===== src/rtl/tcse_pkg.sv =====
// ============================================================================
// tcse_pkg
// Shared types and constants for the telnet COM-port stream engine: telnet
// byte codes, command codes, and the reply descriptor passed front to back.
// ============================================================================
package tcse_pkg;

    // Telnet protocol bytes.
    localparam logic [7:0] BYTE_IAC  = 8'd255;
    localparam logic [7:0] BYTE_DONT = 8'd254;
    localparam logic [7:0] BYTE_DO   = 8'd253;
    localparam logic [7:0] BYTE_WONT = 8'd252;
    localparam logic [7:0] BYTE_WILL = 8'd251;
    localparam logic [7:0] BYTE_SB   = 8'd250;
    localparam logic [7:0] BYTE_SE   = 8'd240;

    // Options and COM-port subcommands.
    localparam logic [7:0] OPTION_BIN      = 8'd0;
    localparam logic [7:0] OPT_SGA         = 8'd3;
    localparam logic [7:0] OPTION_COM_PORT = 8'd44;
    localparam logic [7:0] CPC_SET_BAUD    = 8'd1;
    localparam logic [7:0] CPC_SET_CTRL    = 8'd5;
    localparam logic [7:0] CPC_REPLY       = 8'd100;
    localparam logic [7:0] CTRL_DTR_ON     = 8'd8;
    localparam logic [7:0] CTRL_DTR_OFF    = 8'd9;
    localparam logic [7:0] CTRL_RTS_ON     = 8'd11;
    localparam logic [7:0] CTRL_RTS_OFF    = 8'd12;

    // Input commands.
    localparam logic [1:0] CMD_CLIENT  = 2'd0;
    localparam logic [1:0] CMD_TARGET  = 2'd1;
    localparam logic [1:0] CMD_CONNECT = 2'd2;

    // Result destinations.
    localparam logic DEST_UART   = 1'b0;
    localparam logic DEST_CLIENT = 1'b1;

    // Baud restored at reset until the register is written.
    localparam logic [31:0] BAUD_RESET = 32'd115200;

    // Subnegotiation storage: the count saturates at SUB_DEPTH, and only the
    // leading SUB_KEEP bytes are ever interpreted.
    localparam int SUB_DEPTH = 24;
    localparam int SUB_KEEP  = 6;
    localparam int SUB_CNT_W = $clog2(SUB_DEPTH + 1);

    // Reply descriptor queue.
    localparam int QUEUE_DEPTH = 4;
    localparam int QUEUE_PTR_W = $clog2(QUEUE_DEPTH);
    localparam int QUEUE_CNT_W = $clog2(QUEUE_DEPTH + 1);

    // Longest burst is the connect offer of 15 bytes.
    localparam int BURST_IDX_W = 4;

    typedef enum logic [2:0] {
        KIND_SINGLE,
        KIND_FF_PAIR,
        KIND_NEG,
        KIND_BAUD,
        KIND_CTRL,
        KIND_CONNECT
    } kind_t;

    // One descriptor expands into a burst of result bytes in the back end.
    typedef struct packed {
        kind_t       kind;
        logic        dest;
        logic [7:0]  b0;        // data byte, or verb byte of a negotiation reply
        logic [7:0]  opt;       // option byte of a negotiation reply
        logic [31:0] data;      // echoed subnegotiation bytes, first in [31:24]
        logic [31:0] baud;      // baud after this input
        logic        boot_low;
        logic        en_low;
    } desc_t;

    // Number of result bytes a descriptor expands to.
    function automatic logic [BURST_IDX_W-1:0] burst_len(input kind_t kind);
        logic [BURST_IDX_W-1:0] len;
        unique case (kind)
            KIND_SINGLE:  len = BURST_IDX_W'(1);
            KIND_FF_PAIR: len = BURST_IDX_W'(2);
            KIND_NEG:     len = BURST_IDX_W'(3);
            KIND_BAUD:    len = BURST_IDX_W'(10);
            KIND_CTRL:    len = BURST_IDX_W'(7);
            KIND_CONNECT: len = BURST_IDX_W'(15);
            default:      len = BURST_IDX_W'(1);
        endcase
        return len;
    endfunction

endpackage


===== src/rtl/tcse_front.sv =====
// ============================================================================
// tcse_front
// Front end: accepts input items, runs the telnet parser and option
// negotiation, applies COM-port commands, and pushes one reply descriptor
// per item that produces any output.
// ============================================================================
module tcse_front import tcse_pkg::*;
(
    input  logic        clk,
    input  logic        rst_n,
    input  logic        in_valid,
    output logic        in_ready,
    input  logic [1:0]  command,
    input  logic [7:0]  data_byte,
    input  logic        cfg_wr_en,
    input  logic [31:0] cfg_wr_data,
    input  logic        queue_full,
    output logic        push,
    output desc_t       push_desc
);

    typedef enum logic [2:0] {
        PH_DATA,
        PH_IAC,
        PH_OPT,
        PH_SB,
        PH_SBIAC
    } phase_t;

    localparam logic [1:0] VERB_WILL = 2'd0;
    localparam logic [1:0] VERB_WONT = 2'd1;
    localparam logic [1:0] VERB_DO   = 2'd2;
    localparam logic [1:0] VERB_DONT = 2'd3;

    localparam logic [SUB_CNT_W-1:0] SUB_FULL = SUB_CNT_W'(SUB_DEPTH);

    phase_t                phase_reg, phase_next;
    logic [1:0]            verb_reg, verb_next;
    logic [SUB_CNT_W-1:0]  sub_count_reg, sub_count_next;
    logic [7:0]            sub_data_reg [SUB_KEEP];
    logic [7:0]            sub_data_next [SUB_KEEP];
    logic [2:0]            local_reg, local_next;
    logic [2:0]            remote_reg, remote_next;
    logic                  dtr_reg, dtr_next;
    logic                  rts_reg, rts_next;
    logic [31:0]           baud_reg, baud_next;
    logic [31:0]           default_baud_reg;

    logic                  accept;
    logic [2:0]            opt_mask;
    logic [7:0]            verb_diff;
    logic [31:0]           sub_baud;
    logic                  sub_push;
    logic [7:0]            sub_push_byte;

    // Bit of a supported option in the enable masks, zero if unsupported.
    function automatic logic [2:0] opt_bit(input logic [7:0] opt);
        logic [2:0] m;
        case (opt)
            OPTION_BIN:      m = 3'b001;
            OPT_SGA:         m = 3'b010;
            OPTION_COM_PORT: m = 3'b100;
            default:         m = 3'b000;
        endcase
        return m;
    endfunction

    assign in_ready  = !queue_full;
    assign accept    = in_valid && !queue_full;
    assign opt_mask  = opt_bit(data_byte);
    assign verb_diff = data_byte - BYTE_WILL;
    assign sub_baud  = {sub_data_reg[2], sub_data_reg[3], sub_data_reg[4], sub_data_reg[5]};

    // Parser, negotiation and session update for one accepted item.
    always_comb
    begin
        phase_next     = phase_reg;
        verb_next      = verb_reg;
        sub_count_next = sub_count_reg;
        local_next     = local_reg;
        remote_next    = remote_reg;
        dtr_next       = dtr_reg;
        rts_next       = rts_reg;
        baud_next      = baud_reg;
        sub_push       = 1'b0;
        sub_push_byte  = data_byte;
        push           = 1'b0;
        push_desc      = '0;
        push_desc.kind = KIND_SINGLE;
        push_desc.dest = DEST_CLIENT;

        if (accept)
        begin
            case (command)
                CMD_CLIENT:
                begin
                    unique case (phase_reg)
                        PH_DATA:
                        begin
                            if (data_byte == BYTE_IAC)
                            begin
                                phase_next = PH_IAC;
                            end
                            else
                            begin
                                push           = 1'b1;
                                push_desc.dest = DEST_UART;
                                push_desc.b0   = data_byte;
                            end
                        end
                        PH_IAC:
                        begin
                            phase_next = PH_DATA;
                            if (data_byte == BYTE_IAC)
                            begin
                                push           = 1'b1;
                                push_desc.dest = DEST_UART;
                                push_desc.b0   = BYTE_IAC;
                            end
                            else if (data_byte == BYTE_SB)
                            begin
                                sub_count_next = '0;
                                phase_next     = PH_SB;
                            end
                            else if (data_byte >= BYTE_WILL && data_byte <= BYTE_DONT)
                            begin
                                verb_next  = verb_diff[1:0];
                                phase_next = PH_OPT;
                            end
                        end
                        PH_OPT:
                        begin
                            phase_next     = PH_DATA;
                            push_desc.kind = KIND_NEG;
                            push_desc.opt  = data_byte;
                            unique case (verb_reg)
                                VERB_DO:
                                begin
                                    if (opt_mask == 3'b000)
                                    begin
                                        push         = 1'b1;
                                        push_desc.b0 = BYTE_WONT;
                                    end
                                    else if ((local_reg & opt_mask) == 3'b000)
                                    begin
                                        push         = 1'b1;
                                        push_desc.b0 = BYTE_WILL;
                                        local_next   = local_reg | opt_mask;
                                    end
                                end
                                VERB_DONT:
                                begin
                                    if ((local_reg & opt_mask) != 3'b000)
                                    begin
                                        push         = 1'b1;
                                        push_desc.b0 = BYTE_WONT;
                                        local_next   = local_reg & ~opt_mask;
                                    end
                                end
                                VERB_WILL:
                                begin
                                    if (opt_mask == 3'b000)
                                    begin
                                        push         = 1'b1;
                                        push_desc.b0 = BYTE_DONT;
                                    end
                                    else if ((remote_reg & opt_mask) == 3'b000)
                                    begin
                                        push         = 1'b1;
                                        push_desc.b0 = BYTE_DO;
                                        remote_next  = remote_reg | opt_mask;
                                    end
                                end
                                VERB_WONT:
                                begin
                                    if ((remote_reg & opt_mask) != 3'b000)
                                    begin
                                        push         = 1'b1;
                                        push_desc.b0 = BYTE_DONT;
                                        remote_next  = remote_reg & ~opt_mask;
                                    end
                                end
                                default:
                                begin
                                    push = 1'b0;
                                end
                            endcase
                        end
                        PH_SB:
                        begin
                            if (data_byte == BYTE_IAC)
                            begin
                                phase_next = PH_SBIAC;
                            end
                            else
                            begin
                                sub_push = 1'b1;
                            end
                        end
                        PH_SBIAC:
                        begin
                            phase_next = PH_SB;
                            if (data_byte == BYTE_SE)
                            begin
                                phase_next = PH_DATA;
                                // Apply a complete COM-port command and echo it.
                                if (sub_count_reg >= SUB_CNT_W'(2)
                                        && sub_data_reg[0] == OPTION_COM_PORT)
                                begin
                                    if (sub_data_reg[1] == CPC_SET_BAUD
                                            && sub_count_reg >= SUB_CNT_W'(6))
                                    begin
                                        if (sub_baud != 32'd0)
                                        begin
                                            baud_next = sub_baud;
                                        end
                                        push           = 1'b1;
                                        push_desc.kind = KIND_BAUD;
                                        push_desc.data = sub_baud;
                                    end
                                    else if (sub_data_reg[1] == CPC_SET_CTRL
                                            && sub_count_reg >= SUB_CNT_W'(3))
                                    begin
                                        case (sub_data_reg[2])
                                            CTRL_DTR_ON:  dtr_next = 1'b1;
                                            CTRL_DTR_OFF: dtr_next = 1'b0;
                                            CTRL_RTS_ON:  rts_next = 1'b1;
                                            CTRL_RTS_OFF: rts_next = 1'b0;
                                            default:      dtr_next = dtr_reg;
                                        endcase
                                        push           = 1'b1;
                                        push_desc.kind = KIND_CTRL;
                                        push_desc.data = {sub_data_reg[2], 24'd0};
                                    end
                                end
                            end
                            else if (data_byte == BYTE_IAC)
                            begin
                                sub_push = 1'b1;
                            end
                        end
                        default:
                        begin
                            phase_next = PH_DATA;
                        end
                    endcase
                end
                CMD_TARGET:
                begin
                    push         = 1'b1;
                    push_desc.b0 = data_byte;
                    if (data_byte == BYTE_IAC)
                    begin
                        push_desc.kind = KIND_FF_PAIR;
                    end
                end
                CMD_CONNECT:
                begin
                    phase_next     = PH_DATA;
                    verb_next      = VERB_WILL;
                    sub_count_next = '0;
                    local_next     = 3'b011;
                    remote_next    = 3'b111;
                    dtr_next       = 1'b0;
                    rts_next       = 1'b0;
                    baud_next      = default_baud_reg;
                    push           = 1'b1;
                    push_desc.kind = KIND_CONNECT;
                end
                default:
                begin
                    push = 1'b0;
                end
            endcase
        end

        if (sub_push && sub_count_reg < SUB_FULL)
        begin
            sub_count_next = sub_count_reg + SUB_CNT_W'(1);
        end

        // State seen by every result of this item.
        push_desc.baud     = baud_next;
        push_desc.boot_low = dtr_next && !rts_next;
        push_desc.en_low   = rts_next && !dtr_next;
    end

    // Capture of the leading subnegotiation bytes.
    always_comb
    begin
        for (int i = 0; i < SUB_KEEP; i++)
        begin
            sub_data_next[i] = sub_data_reg[i];
            if (sub_push && sub_count_reg == SUB_CNT_W'(i))
            begin
                sub_data_next[i] = sub_push_byte;
            end
        end
    end

    // Session state.
    always_ff @(posedge clk or negedge rst_n)
    begin
        if (!rst_n)
        begin
            phase_reg        <= PH_DATA;
            verb_reg         <= VERB_WILL;
            sub_count_reg    <= '0;
            local_reg        <= '0;
            remote_reg       <= '0;
            dtr_reg          <= 1'b0;
            rts_reg          <= 1'b0;
            baud_reg         <= BAUD_RESET;
            default_baud_reg <= BAUD_RESET;
        end
        else
        begin
            phase_reg     <= phase_next;
            verb_reg      <= verb_next;
            sub_count_reg <= sub_count_next;
            local_reg     <= local_next;
            remote_reg    <= remote_next;
            dtr_reg       <= dtr_next;
            rts_reg       <= rts_next;
            baud_reg      <= baud_next;
            if (cfg_wr_en)
            begin
                default_baud_reg <= cfg_wr_data;
            end
        end
    end

    // Subnegotiation bytes carry no reset.
    always_ff @(posedge clk)
    begin
        sub_data_reg <= sub_data_next;
    end

endmodule


===== src/rtl/tcse_queue.sv =====
// ============================================================================
// tcse_queue
// Short descriptor queue between the front end and the back end. A push and
// a pop may happen in the same cycle.
// ============================================================================
module tcse_queue import tcse_pkg::*;
(
    input  logic  clk,
    input  logic  rst_n,
    input  logic  push,
    input  desc_t push_desc,
    output logic  full,
    input  logic  pop,
    output desc_t head,
    output logic  empty
);

    desc_t                  mem [QUEUE_DEPTH];
    logic [QUEUE_PTR_W-1:0] wr_ptr_reg;
    logic [QUEUE_PTR_W-1:0] rd_ptr_reg;
    logic [QUEUE_CNT_W-1:0] count_reg;

    assign full  = (count_reg == QUEUE_CNT_W'(QUEUE_DEPTH));
    assign empty = (count_reg == '0);
    assign head  = mem[rd_ptr_reg];

    // Pointers and fill count.
    always_ff @(posedge clk or negedge rst_n)
    begin
        if (!rst_n) begin
            wr_ptr_reg <= '0;
            rd_ptr_reg <= '0;
            count_reg  <= '0;
        end else begin
            if (push) begin
                wr_ptr_reg <= (wr_ptr_reg == QUEUE_PTR_W'(QUEUE_DEPTH - 1))
                              ? '0 : wr_ptr_reg + QUEUE_PTR_W'(1);
            end
            if (pop) begin
                rd_ptr_reg <= (rd_ptr_reg == QUEUE_PTR_W'(QUEUE_DEPTH - 1))
                              ? '0 : rd_ptr_reg + QUEUE_PTR_W'(1);
            end
            if (push && !pop) begin
                count_reg <= count_reg + QUEUE_CNT_W'(1);
            end else if (pop && !push) begin
                count_reg <= count_reg - QUEUE_CNT_W'(1);
            end
        end
    end

    // Descriptor storage.
    always_ff @(posedge clk)
    begin
        if (push) begin
            mem[wr_ptr_reg] <= push_desc;
        end
    end

endmodule


===== src/rtl/tcse_back.sv =====
// ============================================================================
// tcse_back
// Back end: expands the descriptor at the queue head into its burst of
// result bytes, one per cycle while out_ready does not stall it, into the output register.
// ============================================================================
module tcse_back import tcse_pkg::*;
(
    input  logic        clk,
    input  logic        rst_n,
    input  desc_t       head,
    input  logic        empty,
    output logic        pop,
    output logic        out_valid,
    input  logic        out_ready,
    output logic        dest,
    output logic [7:0]  out_byte,
    output logic        last,
    output logic [31:0] baud_rate,
    output logic        boot_pin_low,
    output logic        enable_pin_low
);

    logic [BURST_IDX_W-1:0] idx_reg;
    logic                   out_valid_reg;
    logic                   dest_reg;
    logic [7:0]             byte_reg;
    logic                   last_reg;
    logic [31:0]            baud_reg;
    logic                   boot_low_reg;
    logic                   en_low_reg;

    logic                   load;
    logic                   is_last;
    logic [7:0]             byte_sel;

    // Offer sent on connect.
    function automatic logic [7:0] connect_byte(input logic [BURST_IDX_W-1:0] i);
        logic [7:0] b;
        case (i)
            4'd0, 4'd3, 4'd6, 4'd9, 4'd12: b = BYTE_IAC;
            4'd1, 4'd7:                    b = BYTE_WILL;
            4'd4, 4'd10, 4'd13:            b = BYTE_DO;
            4'd2, 4'd5:                    b = OPTION_BIN;
            4'd8, 4'd11:                   b = OPT_SGA;
            default:                       b = OPTION_COM_PORT;
        endcase
        return b;
    endfunction

    // Framing shared by both COM-port echoes.
    function automatic logic [7:0] echo_head(input logic [BURST_IDX_W-1:0] i,
                                             input logic [7:0] code);
        logic [7:0] b;
        case (i)
            4'd0:    b = BYTE_IAC;
            4'd1:    b = BYTE_SB;
            4'd2:    b = OPTION_COM_PORT;
            default: b = code + CPC_REPLY;
        endcase
        return b;
    endfunction

    assign load    = !empty && (!out_valid_reg || out_ready);
    assign is_last = (idx_reg == burst_len(head.kind) - BURST_IDX_W'(1));
    assign pop     = load && is_last;

    // Byte at the current position of the burst.
    always_comb
    begin
        unique case (head.kind)
            KIND_SINGLE:  byte_sel = head.b0;
            KIND_FF_PAIR: byte_sel = BYTE_IAC;
            KIND_NEG:
            begin
                case (idx_reg)
                    4'd0:    byte_sel = BYTE_IAC;
                    4'd1:    byte_sel = head.b0;
                    default: byte_sel = head.opt;
                endcase
            end
            KIND_BAUD:
            begin
                case (idx_reg)
                    4'd4:    byte_sel = head.data[31:24];
                    4'd5:    byte_sel = head.data[23:16];
                    4'd6:    byte_sel = head.data[15:8];
                    4'd7:    byte_sel = head.data[7:0];
                    4'd8:    byte_sel = BYTE_IAC;
                    4'd9:    byte_sel = BYTE_SE;
                    default: byte_sel = echo_head(idx_reg, CPC_SET_BAUD);
                endcase
            end
            KIND_CTRL:
            begin
                case (idx_reg)
                    4'd4:    byte_sel = head.data[31:24];
                    4'd5:    byte_sel = BYTE_IAC;
                    4'd6:    byte_sel = BYTE_SE;
                    default: byte_sel = echo_head(idx_reg, CPC_SET_CTRL);
                endcase
            end
            KIND_CONNECT: byte_sel = connect_byte(idx_reg);
            default:      byte_sel = head.b0;
        endcase
    end

    // Burst position and output valid.
    always_ff @(posedge clk or negedge rst_n)
    begin
        if (!rst_n)
        begin
            idx_reg       <= '0;
            out_valid_reg <= 1'b0;
        end
        else
        begin
            if (load)
            begin
                idx_reg       <= is_last ? '0 : idx_reg + BURST_IDX_W'(1);
                out_valid_reg <= 1'b1;
            end
            else if (out_ready)
            begin
                out_valid_reg <= 1'b0;
            end
        end
    end

    // Output payload register.
    always_ff @(posedge clk)
    begin
        if (load)
        begin
            dest_reg     <= head.dest;
            byte_reg     <= byte_sel;
            last_reg     <= is_last;
            baud_reg     <= head.baud;
            boot_low_reg <= head.boot_low;
            en_low_reg   <= head.en_low;
        end
    end

    assign out_valid      = out_valid_reg;
    assign dest           = dest_reg;
    assign out_byte       = byte_reg;
    assign last           = last_reg;
    assign baud_rate      = baud_reg;
    assign boot_pin_low   = boot_low_reg;
    assign enable_pin_low = en_low_reg;

endmodule


===== src/rtl/telnet_comport_stream_engine.sv =====
// ============================================================================
// telnet_comport_stream_engine
// Telnet COM-port server core: parses client bytes, negotiates options,
// applies COM-port baud and control commands, escapes target UART bytes and
// answers a client connect with the option offer.
// ============================================================================
//
//   Channel | Handshake                  | Payload
//   --------+----------------------------+---------------------------------
//   input   | in_valid / in_ready        | command, data_byte
//   result  | out_valid / out_ready      | dest, out_byte, last, baud_rate,
//           |                            | boot_pin_low, enable_pin_low
//   config  | cfg_wr_en (no wait)        | cfg_wr_data (default baud)
//
// An item is taken every cycle while the four-entry descriptor queue has
// room; its results come from the output register after the descriptor
// passes the queue. The back end sends one result byte per cycle unless
// out_ready stalls it; a reply is at most 15 bytes (the connect offer).
// in_ready falls only when the queue is full; results wait in the output
// register under out_ready low. Reset needs no clearing pass.
//
module telnet_comport_stream_engine import tcse_pkg::*;
(
    input  logic        clk,
    input  logic        rst_n,
    input  logic        in_valid,
    output logic        in_ready,
    input  logic [1:0]  command,
    input  logic [7:0]  data_byte,
    output logic        out_valid,
    input  logic        out_ready,
    output logic        dest,
    output logic [7:0]  out_byte,
    output logic        last,
    output logic [31:0] baud_rate,
    output logic        boot_pin_low,
    output logic        enable_pin_low,
    input  logic        cfg_wr_en,
    input  logic [31:0] cfg_wr_data
);

    logic  push;
    desc_t push_desc;
    logic  queue_full;
    logic  pop;
    desc_t head;
    logic  empty;

    // Parser and session state.
    tcse_front u_front (
        .clk         (clk),
        .rst_n       (rst_n),
        .in_valid    (in_valid),
        .in_ready    (in_ready),
        .command     (command),
        .data_byte   (data_byte),
        .cfg_wr_en   (cfg_wr_en),
        .cfg_wr_data (cfg_wr_data),
        .queue_full  (queue_full),
        .push        (push),
        .push_desc   (push_desc)
    );

    // Reply descriptors waiting for the back end.
    tcse_queue u_queue (
        .clk       (clk),
        .rst_n     (rst_n),
        .push      (push),
        .push_desc (push_desc),
        .full      (queue_full),
        .pop       (pop),
        .head      (head),
        .empty     (empty)
    );

    // Burst expansion and output register.
    tcse_back u_back (
        .clk            (clk),
        .rst_n          (rst_n),
        .head           (head),
        .empty          (empty),
        .pop            (pop),
        .out_valid      (out_valid),
        .out_ready      (out_ready),
        .dest           (dest),
        .out_byte       (out_byte),
        .last           (last),
        .baud_rate      (baud_rate),
        .boot_pin_low   (boot_pin_low),
        .enable_pin_low (enable_pin_low)
    );

endmodule


===== config.mk =====
export PLATFORM = sky130hd
export DESIGN_NAME = telnet_comport_stream_engine
export DESIGN_NICKNAME = d
export VERILOG_FILES = /design/src/rtl/tcse_pkg.sv /design/src/rtl/tcse_front.sv /design/src/rtl/tcse_queue.sv /design/src/rtl/tcse_back.sv /design/src/rtl/telnet_comport_stream_engine.sv
export SDC_FILE = /design/constraint.sdc
export NUM_CORES = 1
export LEC_CHECK = 0
export BUFFER_PORTS_ARGS = -buffer_cell sky130_fd_sc_hd__buf_2
export CORE_ASPECT_RATIO = 0.9
export CORE_MARGIN = 2
export CORE_UTILIZATION = 50
export DETAILED_ROUTE_END_ITERATION = 10
export MAX_ROUTING_LAYER = met4
export PLACE_DENSITY = 0.74
export SLEW_MARGIN = 20
export SYNTH_ARGS = -nofsm -noshare
export SYNTH_HDL_FRONTEND = slang
export SYNTH_SLANG_ARGS = --single-unit

===== constraint.sdc =====
create_clock -name clk -period 6.8 [get_ports clk]
set_input_delay 0 -clock clk [delete_from_list [all_inputs] [get_ports clk]]
set_output_delay 0 -clock clk [all_outputs]
set_load 0.005 [all_outputs]

# == Word level (Yosys, flattened, before mapping) ==
# Memory sizes are Yosys's and may differ from the RTL's.
# Cells that the tools add are included.
# W data, S select, Z words.
# op_classes
reduce_logical,50
order_cmp,6
n_eq_ne,61
n_mux,119
add_sub_neg,8
bitwise,7
# ops
cell,count
$mux W32,11
$pmux W8 S3,4
$pmux W32 S2,1
$mux W8,7
$mux W3,18
$mux W52,1
$pmux W8 S6,1
$mux W40,1
$pmux W8 S5,1
$pmux W3 S2,6
$mux W1,34
$eq A8 B4 Y1 const B,4
$pmux W8 S2,2
$pmux W8 S4,1
$reduce_bool A32 Y1,1
$mux W5,5
$eq A8 B8 Y1 const B,3
$ne A3 B2 Y1 const B,7
$pmux W4 S5,1
$logic_and A1 B1 Y1,18
$mux W9,2
$pmux W3 S3,2
$eq A4 B3 Y1 const B,4
$eq A8 B6 Y1 const B,2
other kinds (55),114
# totals
out_inout_bits,46
in_bits,47
ram_bits,344
romBits,128
n_memories,2
register_bits,186
# mem_list
name,words,word_bits,read_ports,rd_ports_with_merged_regs,write_ports,line,source
u_queue.mem,4,86,1,0,1,tcse_queue.sv:18,desc_t mem [QUEUE_DEPTH];
(no name shown),16,8,1,0,0,tcse_back.sv:39,case (i)

# == Depth between registers and ports, before layout ==
# logic_depth
ltp_word,14
depth_mapped,13
mapped_depth_nobuf,13

# == By module ==
# A second synthesis with hierarchy kept.
# hier_totals
hier_cells,1272
area_unflattened_um2,21922.3
# modules_own_cells
mod,area_each_um2,n_inst,cells_each,seq_area_each_um2
tcse_queue,12823.5,1,487,10505.1
tcse_front,6374.9,1,546,3503.4
tcse_back,2723.9,1,239,1446.4

# == Worst setup path after synthesis ==
# OpenSTA, ideal clock, no wires.
# synth_timing
path_kind,reg-to-reg
startpoint,register u_front.sub_data_reg[37] (netlist bit)
endpoint,"memory u_queue.mem[0][0] (netlist bit), enable pin"
slack_ns,2.607
synth_period_minus_slack_ns,4.193
stages_incl_launch_ff,7
required_ns,6.346
arrival_ns,3.739
n_path_buf,0
path_cell_list,edfxtp_1 > nor4_1 > o311ai_1 > a211oi_1 > o21a_1 > a221o_1 > and2_1
# synth_between
elab_chain_cells,11
elab_cells_between_ends,13
classes_between,2 x eq/ne; 9 x mux; 2 x reduce/logical
# synth_rtl
item,line,source
"start, declared",tcse_front.sv:40,logic [7:0] sub_data_reg [SUB_KEEP];
"start signal, assigned",tcse_front.sv:336,sub_data_reg <= sub_data_next;
$eq A8 B3 Y1,tcse_front.sv:221,else if (sub_data_reg[1] == CPC_SET_CTRL
$logic_and A1 B1 Y1,tcse_front.sv:222,&& sub_count_reg >= SUB_CNT_W'(3))
$mux W1,tcse_front.sv:221,
$mux W1 (*),tcse_front.sv:210,if (sub_data_reg[1] == CPC_SET_BAUD
$mux W1 (*),tcse_front.sv:207,if (sub_count_reg >= SUB_CNT_W'(2)
$mux W1 (*),tcse_front.sv:203,if (data_byte == BYTE_SE)
$pmux W1 S4 (*),tcse_front.sv:97,unique case (phase_reg)
$pmux W1 S2 (*),tcse_front.sv:94,case (command)
$mux W1 (*),tcse_front.sv:92,if (accept)
named net push,telnet_comport_stream_engine.sv:42,logic push;
$mux W1 (*),tcse_queue.sv:54,if (push) begin
$mux W1 (not written as such) (*),tcse_queue.sv:55,mem[wr_ptr_reg] <= push_desc;
"end, declared",tcse_queue.sv:18,
# The timed path passes the listed nets; every way through them passes the cells marked *.

# == Worst setup path after layout ==
# layout_timing
startpoint,register u_front.sub_data_reg[37] (netlist bit)
endpoint,"memory u_queue.mem[1][82] (netlist bit), enable pin"
# Same word-level chain as after synthesis.

==> results.cfg <==
[clock_tree]
clk_pin_slew_worst_paths_ns = 0.06
cts.repair_timing.setup_buffer_count = 0
clkLatencyLatePin_ns = 0.59
clockBufferDepth = 3
tritoncts = yes
cts_buffers = 50
cts_root_buffer = clkbuf_16
clock-sinks = 530
cts-htree-levels = 2

[die]
core_box_area_um2 = 43150
design.portCount = 93
die-height_um = 202.6
die_area_um2 = 45520
row_count = 72
die_width_um = 224.7
initial_core_util = 0.5078

[detailed_routing]
detail-route-antenna-nets = 0
dr_total_vias = 12560
detail_route.vias_per_cell = 6.131
wl_per_cell_um = 24.39
postRouteWirelength_mm = 49.98
post-route-drc-count = 0
drt-initial-drc-count = 1290
dr.pass1.iters = 5

[global_routing]
first_global_vias = 12600
grt_first_pass_wirelength_mm = 77.05
grt.total_usage = 0.2313
globalRouteOverflowTotal = 0
grt_antenna_before_repair = 0
grt_start_max_net_pins = 61

[critical_path]
depth_of_the_most_critical_reg_to_reg_path = 7
worstSetupEndpoint = u_queue.mem[1][82]
regToRegStartpoint = u_front.sub_data_reg[37]
reg2reg_to = u_queue.mem[1][82]
cp_data_required_time_ns = 7.03
path_class = flip-flop to flip-flop
critPathCaptureType = flip-flop
worst_setup_path_startpoint = u_front.sub_data_reg[37]
r2r_setup_slack_ns = 2.84
critPathLaunchType = flip-flop
crit_arrival_ns = 4.19
worst-path-max-fanout = 53

[final_layout]
most_frequent_standard_cell_in_the_layout_excluding_fill_and_tap_cells = edfxtp_1
area_growth_syn_to_layout_pct = 14.34
number_of_flip_flops_under_the_largest_register_name = 344
final_net_count = 1521
total_non_filler_cell_area_in_the_finished_layout_um2 = 25060
top_register = u_queue.mem
post_layout_nonfiller_instances = 2049
drive_gt1_frac = 0.2396
num_antenna_cells = 0
final_cell_mix = edfxtp_1 (436), nand2_1 (104), buf_2 (91)

[place]
dpl-instance-area_um2 = 22910
post-place-cells = 1911
hpwlAfterDp_mm = 31.47
gpl.final_weighted_congestion = 0.8789
port_buffers = 92

[logic_synthesis]
yosysSeqAreaShare = 0.7053
synth_edf_count = 436
synth_cells = 1317
syn_area_um2 = 21910
ys_dominant_reg_cell = edfxtp_1
postSynth.asyncResetShare = 0.1774
synth_nets = 1386
ys_warn_count = 0
yosys.cell_types.count = 88
number_of_synthesized_register_bits = 530
synth.avg_cell_area_um2 = 16.64

[run_status]
status = finished clean

[power_and_ir_drop]
power_density_nw_per_um2 = 383.5
finalPower_uw = 9608
vdd.ir_drop.worst_mv = 0.2046
p_leak_uw = 0.008767

[timing]
number_of_pins_exceeding_their_max_slew_limit_in_the_final_report = 0
final.hold.worst_slack_ns = 0.007568
timing.setup.tns_ns = 0
slew-limit-headroom = 0.3236
setup-violations-final = 0
rsz0062_at_grt = no
setup_skew_ns = 0.01381
worst_pin_slew_ns = 1.005
timing.final.hold_violations = 0
minimum_clock_period_after_layout_ns = 3.957
clock.fmax_mhz = 252.7
min_period_over_period = 0.5820

[min_path]
timing.hold.worst.class = input port to async pin

[run]
max_capacitance_violation_count = 0
how the worst min path moves through the flow:
stage | from | to | slack (ns) | cells past startpoint
floorplan | rst_n | u_back.idx_reg[0] | -0.30 | 0
finish | rst_n | u_back.idx_reg[2] | 0.008 | 2
global route | in_valid | u_front.dtr_reg | 0.04 | 4
CTS | in_valid | u_front.dtr_reg | 0.004 | 4
detailed placement | rst_n | u_back.idx_reg[2] | 0.09 | 1
global placement | rst_n | u_back.idx_reg[2] | 0.09 | 1
through the flow:
| step | worst slack (ns) | util |
|---|---|---|
| after floorplan | 2.607 | - |
| after global placement | 2.952 | 0.5308 |
| after detailed placement | 2.881 | 0.5308 |
| after CTS | 2.860 | 0.5806 |
| after global routing | 2.636 | 0.5806 |
| final | 2.843 | 0.5806 |
cells by family (layout without fill, tap and decap cells):
kind of cell,count (synthesis),in the layout,synth area share
flops,530,530,0.7053
mux,128,128,0.1101
fa+ha+maj,22,22,0.01290
xor+xnor,7,7,0.002798
buf+inv,90,267,0.01753
compound gates,215,215,0.07138
simple gates,325,325,0.08000
report_power, final:
part | switching (uW) | internal (uW)
clock | 1210 | 1660
sequential | 334 | 4250
combinational | 1220 | 943
total | 2760 | 6850
cells in the mapped netlist (4+ instances only):
cell,instances,area (um^2)
a211oi_1,6,45.04
a21boi_0,4,30.03
a21o_1,12,90.09
a21oi_1,38,190.2
a22oi_1,46,345.3
a31o_2,4,35.03
a31oi_1,11,68.82
and2_1,46,287.8
and3_1,15,93.84
and3b_1,4,35.03
and4_1,4,35.03
buf_1,8,30.03
buf_2,15,75.07
clkbuf_1,38,142.6
dfrtp_1,86,2152
dfstp_2,8,210.2
edfxtp_1,436,13090
ha_1,21,262.8
inv_1,23,86.33
mux2_2,36,405.4
mux2i_1,4,40.04
mux4_2,86,1937
nand2_1,104,390.4
nand2b_1,10,62.56
nand3_1,15,75.07
nand4_1,7,43.79
nor2_1,45,168.9
nor2b_1,5,31.28
nor3_1,17,85.08
nor4_1,13,81.33
nor4b_1,5,43.79
o211ai_1,4,30.03
o21a_1,5,37.54
o21ai_0,26,130.1
o21ai_1,6,30.03
o221ai_1,6,52.55
o31ai_1,4,30.03
o32a_1,6,60.06
or2_2,7,43.79
xnor2_1,4,35.03
per-layer routing:
layer  track usage  wire [um]  vias up
met5             -          0        -
met4       0.05724        959        0
met3       0.04038       3593       77
met2        0.3588      24330      503
met1        0.3229      21090     6482
li1              -          -     5500
worst max-delay path: stages (launching register included):
cell and delay [ns]:
edfxtp_1 0.38, nor4_1 0.55, o311ai_1 0.41, a211oi_1 0.43
o21a_1 0.16, a221o_1 0.26, and2_4 0.71, buf_4 0.58
area by class of cell:
type / instances / area, um^2
sequential: 530 / 15460
multi-input combinational: 697 / 6098
inverter: 24 / 90.09
fill: 3106 / 18100
timing repair buffer: 149 / 1001
clock inverter: 28 / 306.5
tap: 555 / 694.4
clock buffer: 66 / 1403
repair_timing:
action	CTS	global route
endpoints found under the setup margin	0	0
hold endpoints to repair	140	0
hold buffers	44	0
resized for setup	0	0
Power figures use the tool's default switching activity.
